$ cat config.mk
export PLATFORM = sky130hd
export DESIGN_NAME = sha256_stream_hasher_top
export DESIGN_NICKNAME = d
export VERILOG_FILES = /design/src/rtl/sha256sh_pkg.sv /design/src/rtl/sha256_stream_hasher_top.sv /design/src/rtl/sha256sh_core.sv /design/src/rtl/sha256sh_ctrl.sv
export SDC_FILE = /design/constraint.sdc
export NUM_CORES = 2
export LEC_CHECK = 0
export BUFFER_PORTS_ARGS = -buffer_cell sky130_fd_sc_hd__buf_2
export CAP_MARGIN = 0
export CORE_ASPECT_RATIO = 1.2
export CORE_MARGIN = 5
export CORE_UTILIZATION = 65
export DETAILED_ROUTE_END_ITERATION = 6
export PLACE_DENSITY = 0.82
export SLEW_MARGIN = 20
export SYNTH_ARGS = -nofsm -noshare
export SYNTH_HDL_FRONTEND = slang
export SYNTH_HIERARCHICAL = 1
export SYNTH_SLANG_ARGS = --single-unit
export TNS_END_PERCENT = 50
$ cat constraint.sdc
create_clock -name clk -period 11.7 [get_ports clk]
set_clock_uncertainty 0.1 [all_clocks]
set_input_delay 2.34 -clock clk [delete_from_list [all_inputs] [get_ports clk]]
set_output_delay 2.34 -clock clk [all_outputs]
set_load 0.1 [all_outputs]
$ cat src/rtl/sha256sh_pkg.sv
// ----------------------------------------------------------------------------
// sha256sh_pkg: shared types and constants of the SHA-256 stream hasher
// Round constants, initial hash values, sequencer states and the control
// bundle that the sequencer drives into the datapath.
// ----------------------------------------------------------------------------
package sha256sh_pkg;

  localparam logic [31:0] ROUND_K [64] = '{
    32'h428a2f98, 32'h71374491, 32'hb5c0fbcf, 32'he9b5dba5,
    32'h3956c25b, 32'h59f111f1, 32'h923f82a4, 32'hab1c5ed5,
    32'hd807aa98, 32'h12835b01, 32'h243185be, 32'h550c7dc3,
    32'h72be5d74, 32'h80deb1fe, 32'h9bdc06a7, 32'hc19bf174,
    32'he49b69c1, 32'hefbe4786, 32'h0fc19dc6, 32'h240ca1cc,
    32'h2de92c6f, 32'h4a7484aa, 32'h5cb0a9dc, 32'h76f988da,
    32'h983e5152, 32'ha831c66d, 32'hb00327c8, 32'hbf597fc7,
    32'hc6e00bf3, 32'hd5a79147, 32'h06ca6351, 32'h14292967,
    32'h27b70a85, 32'h2e1b2138, 32'h4d2c6dfc, 32'h53380d13,
    32'h650a7354, 32'h766a0abb, 32'h81c2c92e, 32'h92722c85,
    32'ha2bfe8a1, 32'ha81a664b, 32'hc24b8b70, 32'hc76c51a3,
    32'hd192e819, 32'hd6990624, 32'hf40e3585, 32'h106aa070,
    32'h19a4c116, 32'h1e376c08, 32'h2748774c, 32'h34b0bcb5,
    32'h391c0cb3, 32'h4ed8aa4a, 32'h5b9cca4f, 32'h682e6ff3,
    32'h748f82ee, 32'h78a5636f, 32'h84c87814, 32'h8cc70208,
    32'h90befffa, 32'ha4506ceb, 32'hbef9a3f7, 32'hc67178f2
  };

  localparam logic [31:0] INIT_H [8] = '{
    32'h6a09e667, 32'hbb67ae85, 32'h3c6ef372, 32'ha54ff53a,
    32'h510e527f, 32'h9b05688c, 32'h1f83d9ab, 32'h5be0cd19
  };

  localparam logic [7:0] PAD_MARK_BYTE = 8'h80;
  localparam logic [7:0] PAD_ZERO_BYTE = 8'h00;
  localparam logic [5:0] LEN_FILL      = 6'd56;
  localparam logic [5:0] LAST_SLOT     = 6'd63;
  localparam logic [5:0] LAST_ROUND    = 6'd63;
  localparam logic [2:0] LAST_LEN_BYTE = 3'd7;
  localparam logic [1:0] LAST_WORD     = 2'd3;

  typedef enum logic [2:0] {
    ST_IDLE,
    ST_PAD_MARK,
    ST_PAD_ZERO,
    ST_PAD_LEN,
    ST_ROUND,
    ST_ADD,
    ST_EMIT
  } state_t;

  // What follows the compression in flight
  typedef enum logic [1:0] {
    PH_DATA,
    PH_PAD,
    PH_LAST
  } phase_t;

  typedef struct packed {
    logic       shift_en;
    logic [7:0] shift_byte;
    logic       load_vars;
    logic       round_en;
    logic [5:0] round_idx;
    logic       add_chain;
    logic       init_chain;
    logic [1:0] word_sel;
  } ctl_t;

  function automatic logic [31:0] rotr(input logic [31:0] v, input int unsigned n);
    rotr = (v >> n) | (v << (32 - n));
  endfunction

endpackage

$ cat src/rtl/sha256_stream_hasher_top.sv
// ----------------------------------------------------------------------------
// sha256_stream_hasher_top: byte-stream SHA-256 hasher
// Collects message bytes into 64-byte blocks, compresses each full block,
// pads on end of message and returns the 256-bit digest as four 64-bit words.
// ----------------------------------------------------------------------------
//
//  channel | handshake            | payload
//  --------+----------------------+--------------------------------------------
//  in      | in_valid / in_ready  | data_byte, byte_present, end_of_message
//  out     | out_valid / out_ready| digest_word, digest_last
//
//  A byte that does not complete a block is just shifted in. A byte that
//  completes a block adds 64 rounds of the shared round unit plus the chaining
//  add. An end transaction adds one padding byte per slot up to offset 56, a
//  step into the length, 8 length bytes, the rounds and chaining add of each
//  final block (one or two), then the four digest words.
//  in_ready is high only while the sequencer is idle; one transaction is in
//  work at a time. The output register holds each word until out_ready, and
//  the sequencer stalls on it. Reset returns the chaining words to the
//  initial hash values and clears all counters; no clearing pass is needed.
//
module sha256_stream_hasher_top
  import sha256sh_pkg::*;
(
  input  logic        clk,
  input  logic        rst,
  input  logic        in_valid,
  output logic        in_ready,
  input  logic [7:0]  data_byte,
  input  logic        byte_present,
  input  logic        end_of_message,
  output logic        out_valid,
  input  logic        out_ready,
  output logic [63:0] digest_word,
  output logic        digest_last
);

  ctl_t        ctl;
  logic        out_free;
  logic        out_load;
  logic        out_last;
  logic [63:0] core_word;

  // The output register may take a new word when empty or being drained
  assign out_free = !out_valid || out_ready;

  sha256sh_ctrl u_ctrl (
    .clk            (clk),
    .rst            (rst),
    .in_valid       (in_valid),
    .in_ready       (in_ready),
    .data_byte      (data_byte),
    .byte_present   (byte_present),
    .end_of_message (end_of_message),
    .out_free       (out_free),
    .out_load       (out_load),
    .out_last       (out_last),
    .ctl            (ctl)
  );

  sha256sh_core u_core (
    .clk      (clk),
    .rst      (rst),
    .ctl      (ctl),
    .word_out (core_word)
  );

  // Hold valid until out_ready takes the word
  always_ff @(posedge clk) begin
    if (rst) begin
      out_valid <= 1'b0;
    end else if (out_load) begin
      out_valid <= 1'b1;
    end else if (out_ready) begin
      out_valid <= 1'b0;
    end
  end

  // Capture the selected digest word
  always_ff @(posedge clk) begin
    if (out_load) begin
      digest_word <= core_word;
      digest_last <= out_last;
    end
  end

endmodule

$ cat src/rtl/sha256sh_core.sv
// ----------------------------------------------------------------------------
// sha256sh_core: SHA-256 datapath
// Holds the 512-bit block window (doubles as the rolling message schedule),
// the working variables a..h and the chaining words; runs one round a cycle.
// ----------------------------------------------------------------------------
module sha256sh_core
  import sha256sh_pkg::*;
(
  input  logic        clk,
  input  logic        rst,
  input  ctl_t        ctl,
  output logic [63:0] word_out
);

  logic [511:0] win;
  logic [31:0]  rv [8];
  logic [31:0]  chain [8];

  logic [31:0] w0, w1, w9, w14, w_new;
  logic [31:0] s0, s1, t1, t2, big0, big1, ch, maj;

  assign w0  = win[511:480];
  assign w1  = win[479:448];
  assign w9  = win[223:192];
  assign w14 = win[63:32];

  always_comb begin
    s0    = rotr(w1, 7) ^ rotr(w1, 18) ^ (w1 >> 3);
    s1    = rotr(w14, 17) ^ rotr(w14, 19) ^ (w14 >> 10);
    w_new = w0 + s0 + w9 + s1;
    big1  = rotr(rv[4], 6) ^ rotr(rv[4], 11) ^ rotr(rv[4], 25);
    ch    = (rv[4] & rv[5]) ^ (~rv[4] & rv[6]);
    big0  = rotr(rv[0], 2) ^ rotr(rv[0], 13) ^ rotr(rv[0], 22);
    maj   = (rv[0] & rv[1]) ^ (rv[0] & rv[2]) ^ (rv[1] & rv[2]);
    t1    = rv[7] + big1 + ch + ROUND_K[ctl.round_idx] + w0;
    t2    = big0 + maj;
  end

  // Window: bytes enter at the bottom; rounds consume the top word
  always_ff @(posedge clk) begin
    if (ctl.shift_en) begin
      win <= {win[503:0], ctl.shift_byte};
    end else if (ctl.round_en) begin
      win <= {win[479:0], w_new};
    end
  end

  always_ff @(posedge clk) begin
    if (ctl.load_vars) begin
      rv <= chain;
    end else if (ctl.round_en) begin
      rv[7] <= rv[6];
      rv[6] <= rv[5];
      rv[5] <= rv[4];
      rv[4] <= rv[3] + t1;
      rv[3] <= rv[2];
      rv[2] <= rv[1];
      rv[1] <= rv[0];
      rv[0] <= t1 + t2;
    end
  end

  always_ff @(posedge clk) begin
    if (rst || ctl.init_chain) begin
      chain <= INIT_H;
    end else if (ctl.add_chain) begin
      for (int i = 0; i < 8; i++) begin
        chain[i] <= chain[i] + rv[i];
      end
    end
  end

  assign word_out = {chain[{ctl.word_sel, 1'b0}], chain[{ctl.word_sel, 1'b1}]};

endmodule

$ cat src/rtl/sha256sh_ctrl.sv
// ----------------------------------------------------------------------------
// sha256sh_ctrl: sequencer of the SHA-256 stream hasher
// Tracks fill and message length, drives byte loading, padding, the 64
// rounds, the chaining add and the four digest words.
// ----------------------------------------------------------------------------
module sha256sh_ctrl
  import sha256sh_pkg::*;
(
  input  logic       clk,
  input  logic       rst,
  input  logic       in_valid,
  output logic       in_ready,
  input  logic [7:0] data_byte,
  input  logic       byte_present,
  input  logic       end_of_message,
  input  logic       out_free,
  output logic       out_load,
  output logic       out_last,
  output ctl_t       ctl
);

  state_t      state, state_next;
  phase_t      phase, phase_next;
  logic        pend_end, pend_end_next;
  logic [5:0]  fill, fill_next;
  logic [5:0]  round_idx, round_idx_next;
  logic [2:0]  len_idx, len_idx_next;
  logic [1:0]  word_idx, word_idx_next;
  logic [60:0] msg_bytes, msg_bytes_next;

  logic [63:0] bit_len;
  logic [7:0]  len_bytes [8];

  always_comb begin
    bit_len = {msg_bytes, 3'b000};
    for (int i = 0; i < 8; i++) begin
      len_bytes[i] = bit_len[63 - 8 * i -: 8];
    end
  end

  always_ff @(posedge clk) begin
    if (rst) begin
      state     <= ST_IDLE;
      phase     <= PH_DATA;
      pend_end  <= 1'b0;
      fill      <= '0;
      round_idx <= '0;
      len_idx   <= '0;
      word_idx  <= '0;
      msg_bytes <= '0;
    end else begin
      state     <= state_next;
      phase     <= phase_next;
      pend_end  <= pend_end_next;
      fill      <= fill_next;
      round_idx <= round_idx_next;
      len_idx   <= len_idx_next;
      word_idx  <= word_idx_next;
      msg_bytes <= msg_bytes_next;
    end
  end

  always_comb begin
    state_next     = state;
    phase_next     = phase;
    pend_end_next  = pend_end;
    fill_next      = fill;
    round_idx_next = round_idx;
    len_idx_next   = len_idx;
    word_idx_next  = word_idx;
    msg_bytes_next = msg_bytes;
    in_ready       = 1'b0;
    out_load       = 1'b0;
    out_last       = 1'b0;
    ctl            = '0;
    ctl.round_idx  = round_idx;
    ctl.word_sel   = word_idx;

    unique case (state)
      ST_IDLE: begin
        in_ready = 1'b1;
        if (in_valid) begin
          if (byte_present) begin
            ctl.shift_en   = 1'b1;
            ctl.shift_byte = data_byte;
            fill_next      = fill + 6'd1;
            msg_bytes_next = msg_bytes + 61'd1;
            pend_end_next  = end_of_message;
            if (fill == LAST_SLOT) begin
              ctl.load_vars  = 1'b1;
              phase_next     = PH_DATA;
              round_idx_next = '0;
              state_next     = ST_ROUND;
            end else if (end_of_message) begin
              state_next = ST_PAD_MARK;
            end
          end else if (end_of_message) begin
            state_next = ST_PAD_MARK;
          end
        end
      end
      ST_PAD_MARK: begin
        ctl.shift_en   = 1'b1;
        ctl.shift_byte = PAD_MARK_BYTE;
        fill_next      = fill + 6'd1;
        pend_end_next  = 1'b0;
        if (fill == LAST_SLOT) begin
          ctl.load_vars  = 1'b1;
          phase_next     = PH_PAD;
          round_idx_next = '0;
          state_next     = ST_ROUND;
        end else begin
          state_next = ST_PAD_ZERO;
        end
      end
      ST_PAD_ZERO: begin
        if (fill == LEN_FILL) begin
          len_idx_next = '0;
          state_next   = ST_PAD_LEN;
        end else begin
          ctl.shift_en   = 1'b1;
          ctl.shift_byte = PAD_ZERO_BYTE;
          fill_next      = fill + 6'd1;
          if (fill == LAST_SLOT) begin
            ctl.load_vars  = 1'b1;
            phase_next     = PH_PAD;
            round_idx_next = '0;
            state_next     = ST_ROUND;
          end
        end
      end
      ST_PAD_LEN: begin
        ctl.shift_en   = 1'b1;
        ctl.shift_byte = len_bytes[len_idx];
        fill_next      = fill + 6'd1;
        len_idx_next   = len_idx + 3'd1;
        if (len_idx == LAST_LEN_BYTE) begin
          ctl.load_vars  = 1'b1;
          phase_next     = PH_LAST;
          round_idx_next = '0;
          state_next     = ST_ROUND;
        end
      end
      ST_ROUND: begin
        ctl.round_en   = 1'b1;
        round_idx_next = round_idx + 6'd1;
        if (round_idx == LAST_ROUND) begin
          state_next = ST_ADD;
        end
      end
      ST_ADD: begin
        ctl.add_chain = 1'b1;
        unique case (phase)
          PH_DATA: state_next = pend_end ? ST_PAD_MARK : ST_IDLE;
          PH_PAD:  state_next = ST_PAD_ZERO;
          PH_LAST: begin
            word_idx_next = '0;
            state_next    = ST_EMIT;
          end
          default: state_next = ST_IDLE;
        endcase
      end
      ST_EMIT: begin
        if (out_free) begin
          out_load      = 1'b1;
          out_last      = (word_idx == LAST_WORD);
          word_idx_next = word_idx + 2'd1;
          if (word_idx == LAST_WORD) begin
            ctl.init_chain = 1'b1;
            msg_bytes_next = '0;
            state_next     = ST_IDLE;
          end
        end
      end
      default: state_next = ST_IDLE;
    endcase
  end

endmodule
==> reports/metrics.yaml <==
timing:
  tightest_slew_ns: 1.17
  fin_crit_sh_pct: 85.2
  slew_headroom_pct: 22.0
  fmax_mhz: 100
  grt_setup_unrepaired: "false"
  whs_ns: 0.405
  fin_tns_setup_ns: 0
  setup_viol: 0
  hold_viol_final: 0
  period_minus_slack_ns: 9.96
  slew_viol_final: 0
cells_and_area:
  fin_cells: 8769
  syn_to_final_growth_pct: 7.66
  final_cell_area_sq_um: 83000
  nets: 7734
  diodes: 0
  drive_above_1_share_pct: 15.7
synthesis:
  yosys.area.top_type: "edfxtp_1"
  syn_area_per_cell_sq_um: 10.7
  yosys_most_used_dff: "edfxtp_1"
  synth_area_leaders: "edfxtp_1, mux2_2, dfxtp_1"
  seq_area_frac_synth_pct: 41.3
  ys_types: 106
  async_flop_share_pct: 0
  synth_top_area_share_pct: 32.5
  ys_seq_elements: 1174
  synth_edf_count: 833
  synth_cells: 7205
  syn_area_sq_um: 77100
  yosysWarnings: 6
  syn_nets: 7813
critical_path:
  path_common_cell: "fa_1"
  critPathLaunchType: "register"
  path_class: "register to register"
  worstPathRequired_ns: 12.12
  reg2reg_slack_ns: 1.74
  r2r_start: "u_ctrl/round_idx[2]"
  worstRegToRegCells: 35
  cp-end-kind: "register"
  cp_max_fo: 37
  arrival_ns: 10.38
  reg2reg_to: "u_core/rv[254]"
  cp_slowest_cell: "dfxtp_2"
  cpPeakStageDelay_ns: 0.78
global_routing:
  grt-ovfl-total: 0
  grt_pass1_vias: 57600
  grt_pass1_wl_um: 340000
  top_usage_layer: "met2"
  antenna_found_initial: 5
  grtUsageMet3_pct: 4.59
  grt_max_degree: 219
  grt_util_met2_pct: 58.1
  use_met1_pct: 42.8
  grtUsageTotal_pct: 34.8
clock_network:
  numCtsBuffers: 119
  cts.hold.buffers_added: 0
  post_cts_buffers: 0
  cts_resized: 0
  clock_path_buffers: 3
  clk_latency_ns: 0.78
  clk_pin_slew_ns: 0.06
  root_buffer: "clkbuf_16"
  cts_max_level: 3
  tritoncts: "built"
  clock_sinks: 1174
detailed_routing:
  drt_iter0_drc: 6145
  vias: 57700
  first_pass_iters: 6
  wl_per_cell_um: 25.6
  drc: 0
  via_per_inst: 6.58
  drtAntennaViolNets: 0
  routed_wl_um: 225000
floorplanning:
  rows: 138
  initial_core_util_pct: 65.3
  pin_count: 81
  core_area_sq_um: 118000
  die_h_um: 387
  die_w_um: 324
  fp.dieArea_sq_um: 126000
placement:
  placedCellCount: 8544
  place_congestion: 0.994
  place.port_buffers: 80
  placedInstanceArea_sq_um: 78700
  post-dp-hpwl_um: 164000
worst_hold_path:
  min-delay-start: "u_core/chain[155]"
  holdPathStages: 2
  hp-class: "register to register"
  hold_end: "u_core/chain[155]"
run:
  drv_cap: 0
run_status:
  outcome: "finished, final reports clean"
[layout make-up]
| cell class | count | area [sq um] |
|---|---|---|
| timing repair buffer | 143 | 990 |
| sequential | 1174 | 31900 |
| clock inverter | 83 | 1120 |
| clock buffer | 141 | 3100 |
| inverter | 450 | 1690 |
| tap | 1540 | 1930 |
| fill | 8438 | 35000 |
| multi-input combinational | 5238 | 42300 |
[metal layers]
metal | wire length [um] | share of wire, %
met1 | 83700 | 37
met2 | 107000 | 48
met3 | 16700 | 7.4
met5 | 0 | 0
met4 | 17300 | 7.7
[per-stage QoR]
step | worst slack [ns] | utilization, %
after floorplan | 1.05 | -
after global placement | 1.76 | 66.8
after detailed placement | 1.79 | 66.8
after CTS | 1.83 | 70.3
after global routing | 1.15 | 70.3
final | 1.74 | 70.3
[state kept, by name (all words and copies together), names as in the netlist, 2 cells and up]
signal,flops
digest_word,64
u_core/chain,256
u_core/rv,256
u_core/win,512
u_ctrl/fill,6
u_ctrl/len_idx,3
u_ctrl/msg_bytes,61
u_ctrl/phase,2
u_ctrl/round_idx,6
u_ctrl/state,3
u_ctrl/word_idx,2
[cells in the mapped netlist (all sizes together), types with 60 or more instances]
cell	n
a21oi	452
nor2	445
dfxtp	341
nand2	498
mux4	84
inv	447
mux2i	124
o21ai	480
edfxtp	833
a211oi	68
buf	60
xor2	215
ha	399
fa	195
nand2b	63
clkbuf	283
xnor2	367
a21o	213
o211ai	69
nand3	117
nor3	90
mux2	657
[layout by cell type, fill, tap and decap left out, types with 51 or more instances in the layout]
cell type,count
buf_4,53
xor2_1,215
nand3_1,116
buf_2,80
edfxtp_1,833
o31ai_1,51
o211ai_1,69
ha_1,399
a211oi_1,64
xnor2_1,367
nor3_1,86
mux2i_1,124
a21oi_1,446
a21o_1,213
mux2_2,656
nor2_1,443
o21a_1,55
o21ai_0,431
inv_1,446
clkbuf_16,119
nand2b_1,62
mux4_2,84
nand2_1,496
dfxtp_1,334
a31oi_1,58
fa_1,195
[cells by family (layout without fill, tap and decap cells)]
group,after synthesis,after routing,share of synthesized area (%)
flip-flops,1174,1174,41.3
AO/OA/AOI/OAI,1666,1666,13.6
buffers and inverters,793,817,3.89
XOR/XNOR,583,583,6.64
adder cells (fa/ha/maj),597,597,11.6
AND/OR/NAND/NOR,1527,1527,9.33
multiplexers,865,865,13.7
[worst max-delay path, delay by kind of cell, from the launching register on]
kind | cells | cell delay [ns]
AOI/OAI and AO/OA | 13 | 3.70
xor gates and xnor gates | 1 | 0.20
adders and majority gates | 7 | 2.64
buffers and inverters | 5 | 0.74
DFF | 1 | 0.78
and+or+nand+nor | 9 | 1.56
[worst max-delay path by stage]
| stage | startpoint | end | slack (ns) | depth (start not counted) |
|---|---|---|---|---|
| after floorplan | byte_present | u_core/win[0] | 1.05 | 7 |
| after global placement | u_ctrl/round_idx[2] | u_core/rv[254] | 1.76 | 35 |
| after detailed placement | u_ctrl/round_idx[2] | u_core/rv[254] | 1.79 | 35 |
| after CTS | u_ctrl/round_idx[2] | u_core/rv[254] | 1.83 | 35 |
| after global routing | u_ctrl/round_idx[2] | u_core/rv[254] | 1.15 | 35 |
| final | u_ctrl/round_idx[2] | u_core/rv[254] | 1.74 | 35 |
Power is left out: the tool's default activity adds up to more than one toggle a clock period on the data nets, which glitch-free logic cannot reach.
